## src/design/assert_macros.svh

```systemverilog
// assertion macros shared by the affine chain concatenator rtl
// no dependencies; included by the top level
`ifndef ASSERT_MACROS_SVH
`define ASSERT_MACROS_SVH

// same-cycle implication, disabled during reset
`define ACC_ASSERT_IMP(label, clk, rst_n, ante, cons, msg) \
    label: assert property (@(posedge clk) disable iff (!rst_n) (ante) |-> (cons)) \
        else $error(msg);

// next-cycle implication, disabled during reset
`define ACC_ASSERT_NXT(label, clk, rst_n, ante, cons, msg) \
    label: assert property (@(posedge clk) disable iff (!rst_n) (ante) |=> (cons)) \
        else $error(msg);

`endif

```

## src/design/acc_pkg.sv

```systemverilog
// shared constants and types for the affine chain concatenator
// no dependencies; imported by every module of the block
`timescale 1ns / 1ps

package acc_pkg;

    localparam int DATA_WIDTH_DEF = 32;
    localparam int FRAC_BITS_DEF  = 16;
    localparam int NUM_ROWS       = 3;
    localparam int NUM_COLS       = 4;

    // row codes of an item
    localparam logic [1:0] ROW_FIRST = 2'd0;
    localparam logic [1:0] ROW_MID   = 2'd1;
    localparam logic [1:0] ROW_LAST  = 2'd2;
    localparam logic [1:0] ROW_NONE  = 2'd3;

    // control of the item held in the multiply stage
    typedef struct packed {
        logic       valid;
        logic [1:0] row;
        logic       first;
        logic       endl;
    } t_s1_ctl;

endpackage

```

## src/design/acc_merge.sv

```systemverilog
// merging stage: gathers the three lane rows of a finished product and
// sends them out one row per transfer; uses acc_pkg
`timescale 1ns / 1ps

module acc_merge #(
    parameter int DATA_WIDTH = acc_pkg::DATA_WIDTH_DEF
) (
    input  logic                         i_clk,
    input  logic                         i_rst_n,
    input  logic                         i_load,
    input  logic signed [DATA_WIDTH-1:0] i_p [acc_pkg::NUM_ROWS][acc_pkg::NUM_COLS],
    input  logic                         i_ready,
    output logic                         o_valid,
    output logic                         o_free,
    output logic [1:0]                   o_row,
    output logic signed [DATA_WIDTH-1:0] o_data [acc_pkg::NUM_COLS],
    output logic                         o_last
);
    import acc_pkg::*;

    logic signed [DATA_WIDTH-1:0] r_buf [NUM_ROWS][NUM_COLS];
    logic                         r_valid;
    logic [1:0]                   r_cnt;
    logic                         w_xfer;
    logic                         w_done;

    assign w_xfer = r_valid && i_ready;
    assign w_done = w_xfer && (r_cnt == ROW_LAST);
    assign o_free = !r_valid || w_done;

    always_ff @(posedge i_clk) begin
        if (!i_rst_n) begin
            r_valid <= 1'b0;
            r_cnt   <= ROW_FIRST;
        end else if (i_load) begin
            r_valid <= 1'b1;
            r_cnt   <= ROW_FIRST;
        end else if (w_xfer) begin
            r_valid <= !w_done;
            r_cnt   <= r_cnt + 2'd1;
        end
    end

    // rows move up so the head row is always the one on the port
    always_ff @(posedge i_clk) begin
        if (i_load) begin
            r_buf <= i_p;
        end else if (w_xfer) begin
            for (int r = 0; r < NUM_ROWS - 1; r++) begin
                r_buf[r] <= r_buf[r+1];
            end
        end
    end

    assign o_valid = r_valid;
    assign o_row   = r_cnt;
    assign o_data  = r_buf[0];
    assign o_last  = (r_cnt == ROW_LAST);

endmodule

```

## config.mk

```make
export PLATFORM = sky130hd
export DESIGN_NAME = acc_merge
export DESIGN_NICKNAME = d
export VERILOG_FILES = /design/src/design/assert_macros.svh /design/src/design/acc_pkg.sv /design/src/design/acc_merge.sv
export SDC_FILE = /design/constraint.sdc
export NUM_CORES = 1
export LEC_CHECK = 0
export BUFFER_PORTS_ARGS = -buffer_cell sky130_fd_sc_hd__buf_2
export CAP_MARGIN = 25
export CORE_AREA = 2 2 202 204
export CTS_CLUSTER_SIZE = 28
export DETAILED_ROUTE_END_ITERATION = 16
export DIE_AREA = 0 0 204 206
export PLACE_DENSITY = 0.67
export SYNTH_ARGS = -nofsm -noshare
export SYNTH_HDL_FRONTEND = slang
export SYNTH_SLANG_ARGS = --single-unit
```

## constraint.sdc

```tcl
create_clock -name i_clk -period 13.6 [get_ports i_clk]
set_input_delay 2.72 -clock i_clk [delete_from_list [all_inputs] [get_ports i_clk]]
set_output_delay 2.72 -clock i_clk [all_outputs]
set_load 0.05 [all_outputs]
```

==> metrics.cfg <==
[layout]
layout_common_cells = buf_2 (519), edfxtp_1 (384), mux2_4 (200), mux2_2 (56), clkbuf_16 (43)
syn_to_final_growth_pct = 20.5
final_common_cell = buf_2
finalNonFillerCells = 1793
drive_above_1_share_pct = 67.0
nets = 1614

[timing]
fin_crit_sh_pct = 44.9
report.final.slew_viol_count = 0
holdWs_ns = 0.535
rsz0062_at_grt = false
worst_pin_slew_ns = 1.03
fmax_mhz = 164
setup_viol = 0
period_minus_slack_ns = 6.11
fin_ws_ns = 7.49
relSlewSlack_pct = 31.0
tns_ns = 0
final-hold-violation-count = 0
fin_worst_skew_ns = 0.0206

[yosys]
ys_ff_latch = 387
avgSynthCellArea_um2 = 20.4
yosysTopAreaCell = edfxtp_1
syn_area_um2 = 16600
synth_cells = 812
ys_warn_count = 0
synth_area_leaders = edfxtp_1 (70%), mux2_4 (18%), buf_4 (5.8%)
synth_nets = 1201
synth.distinct_cells = 17
ys_seq_area_share_pct = 69.9
yosys.area.top_type_share_pct = 69.6

[clocking]
h-tree-depth = 2
numCtsBuffers = 42
cts.sinks = 387
post_cts_buffers = 0
clk_pin_slew_ns = 0.05
cts_tree = built
cts_root_buf = clkbuf_16
ctsResizeCount = 0
cts_buffer_depth = 3
holdBufCountCts = 0
worstSkewPairLatency_ns = 0.55

[detailed_routing]
wirelength_um = 35600
viasPerCell = 4.54
detail_route.first_pass.iterations = 5
vias = 8141
ant_nets = 0
drtIter0Drc = 500
remaining_drc_errors = 0
drt-wirelength-per-cell_um = 19.8

[job]
drv_cap = 0

[power]
ir_drop_mv = 0.114
power_density_nw_per_um2 = 148
p_leak_nw = 8.43

[die]
die_h_um = 206
coreArea_um2 = 40200
initial_utilization_pct = 41.2
dieArea_um2 = 42000
num_rows = 74
io_pins = 521
die_w_um = 204

[hold_path]
hold_class = reg2reg
min_from = r_buf[80]$_DFFE_PP_

[global_routing]
track_usage_pct = 15.9
grt-ovfl-total = 0
grt_max_degree = 143
grt_pass1_wl_um = 49600
grt_pass1_vias = 8283
antenna_found_initial = 13

[setup_path]
required_ns = 10.88
crit_start = i_ready
path_class = in2out
path_common_cell = buf_2
cp_slowest_cell = a21boi_0
crit_fanout = 6
cp-end-kind = output port
crit_family = buffers and inverters
arrival_ns = 3.39
crit_path_cell_trace = buf_2, a21boi_0, inv_1, buf_2
cp_num_buf_inv = 3
critPathMaxStageDelay_ns = 0.26
cp-start-kind = input port
reg2reg_from = o_valid$_SDFFE_PN0P_

[outcome]
status = finished clean

[placement]
pre_cts_slack_ns = 7.32
dp_hpwl_um = 25700
io_buffers = 520
gp_congestion = 0.822
dp_cells = 1713

[stage by stage]
step | cell area, um2 | util [%] | total power [W]
4_1_cts | 20000 | 49.7 | 0.00299
5_1_grt | 20000 | 49.7 | 0.00306
2_1_floorplan | 16600 | - | 0.00181
6_report | 20000 | 49.7 | 0.00295
3_3_place_gp | 18700 | 46.4 | 0.00188
3_5_place_dp | 18700 | 46.4 | 0.00189
[power by group]
| part | leakage [nW] | internal (W) | switching [W] | total (W) |
|---|---|---|---|---|
| Clock | 0.630 | 0.000642 | 0.000448 | 0.00109 |
| Sequential | 3.82 | 0.00144 | 0.0000302 | 0.00147 |
| Combinational | 3.98 | 0.000161 | 0.000230 | 0.000391 |
| Total | 8.43 | 0.00224 | 0.000708 | 0.00295 |
[worst reg2reg max path, cell delays in order, from the launching register on]
cell and delay [ns]:
dfxtp_1 0.49, a21o_4 0.60, buf_4 0.83, buf_4 0.79
[final cells by class]
type | count | area (um2)
Fill cell | 3369 | 20200
Sequential cell | 387 | 11600
Multi-Input combinational cell | 266 | 3720
Timing Repair Buffer | 526 | 2670
Clock buffer | 56 | 1130
Tap cell | 532 | 666
Clock inverter | 17 | 166
Antenna cell | 7 | 17.5
Inverter | 2 | 7.51
[state kept, by name (all words and copies together), names as in the netlist]
register and cells:
r_buf 256, o_data 128, o_row 2, o_valid 1
[worst paths after layout]
kind                     endpoint  slack (ns)  cells past startpoint
max                        o_free        7.49                      4
min          r_buf[208]$_DFFE_PP_        0.54                      1
max reg2reg  o_data[95]$_DFFE_PP_       10.43                      3
min reg2reg  r_buf[208]$_DFFE_PP_        0.54                      1
[cell usage after synthesis]
cell type	instances
a311oi_1	1
mux2_2	56
ha_1	1
buf_6	25
dfxtp_1	3
a21bo_2	1
o21a_1	1
edfxtp_1	384
nand3b_1	1
nand2b_1	1
buf_2	4
mux2_4	200
buf_4	128
a21oi_1	2
a21boi_0	1
a21o_1	1
inv_1	2
[kinds of logic after synthesis]
kind of cell / Yosys count / share of synthesized area (%)
mux: 256 / 21.9
flops: 387 / 69.9
buf+inv: 159 / 7.66
compound gates: 7 / 0.310
simple gates: 2 / 0.0831
fa+ha+maj: 1 / 0.0755
[per-layer routing]
metal / vias to the layer above / GRT usage (%) / wire length [um]
met2: 298 / 26.1 / 17800
met3: 74 / 5.06 / 2640
met5: - / 0 / 46
li1: 3819 / - / -
met4: 8 / 6.13 / 1030
met1: 3942 / 19.5 / 14100
(Power assumes the default switching activity.)
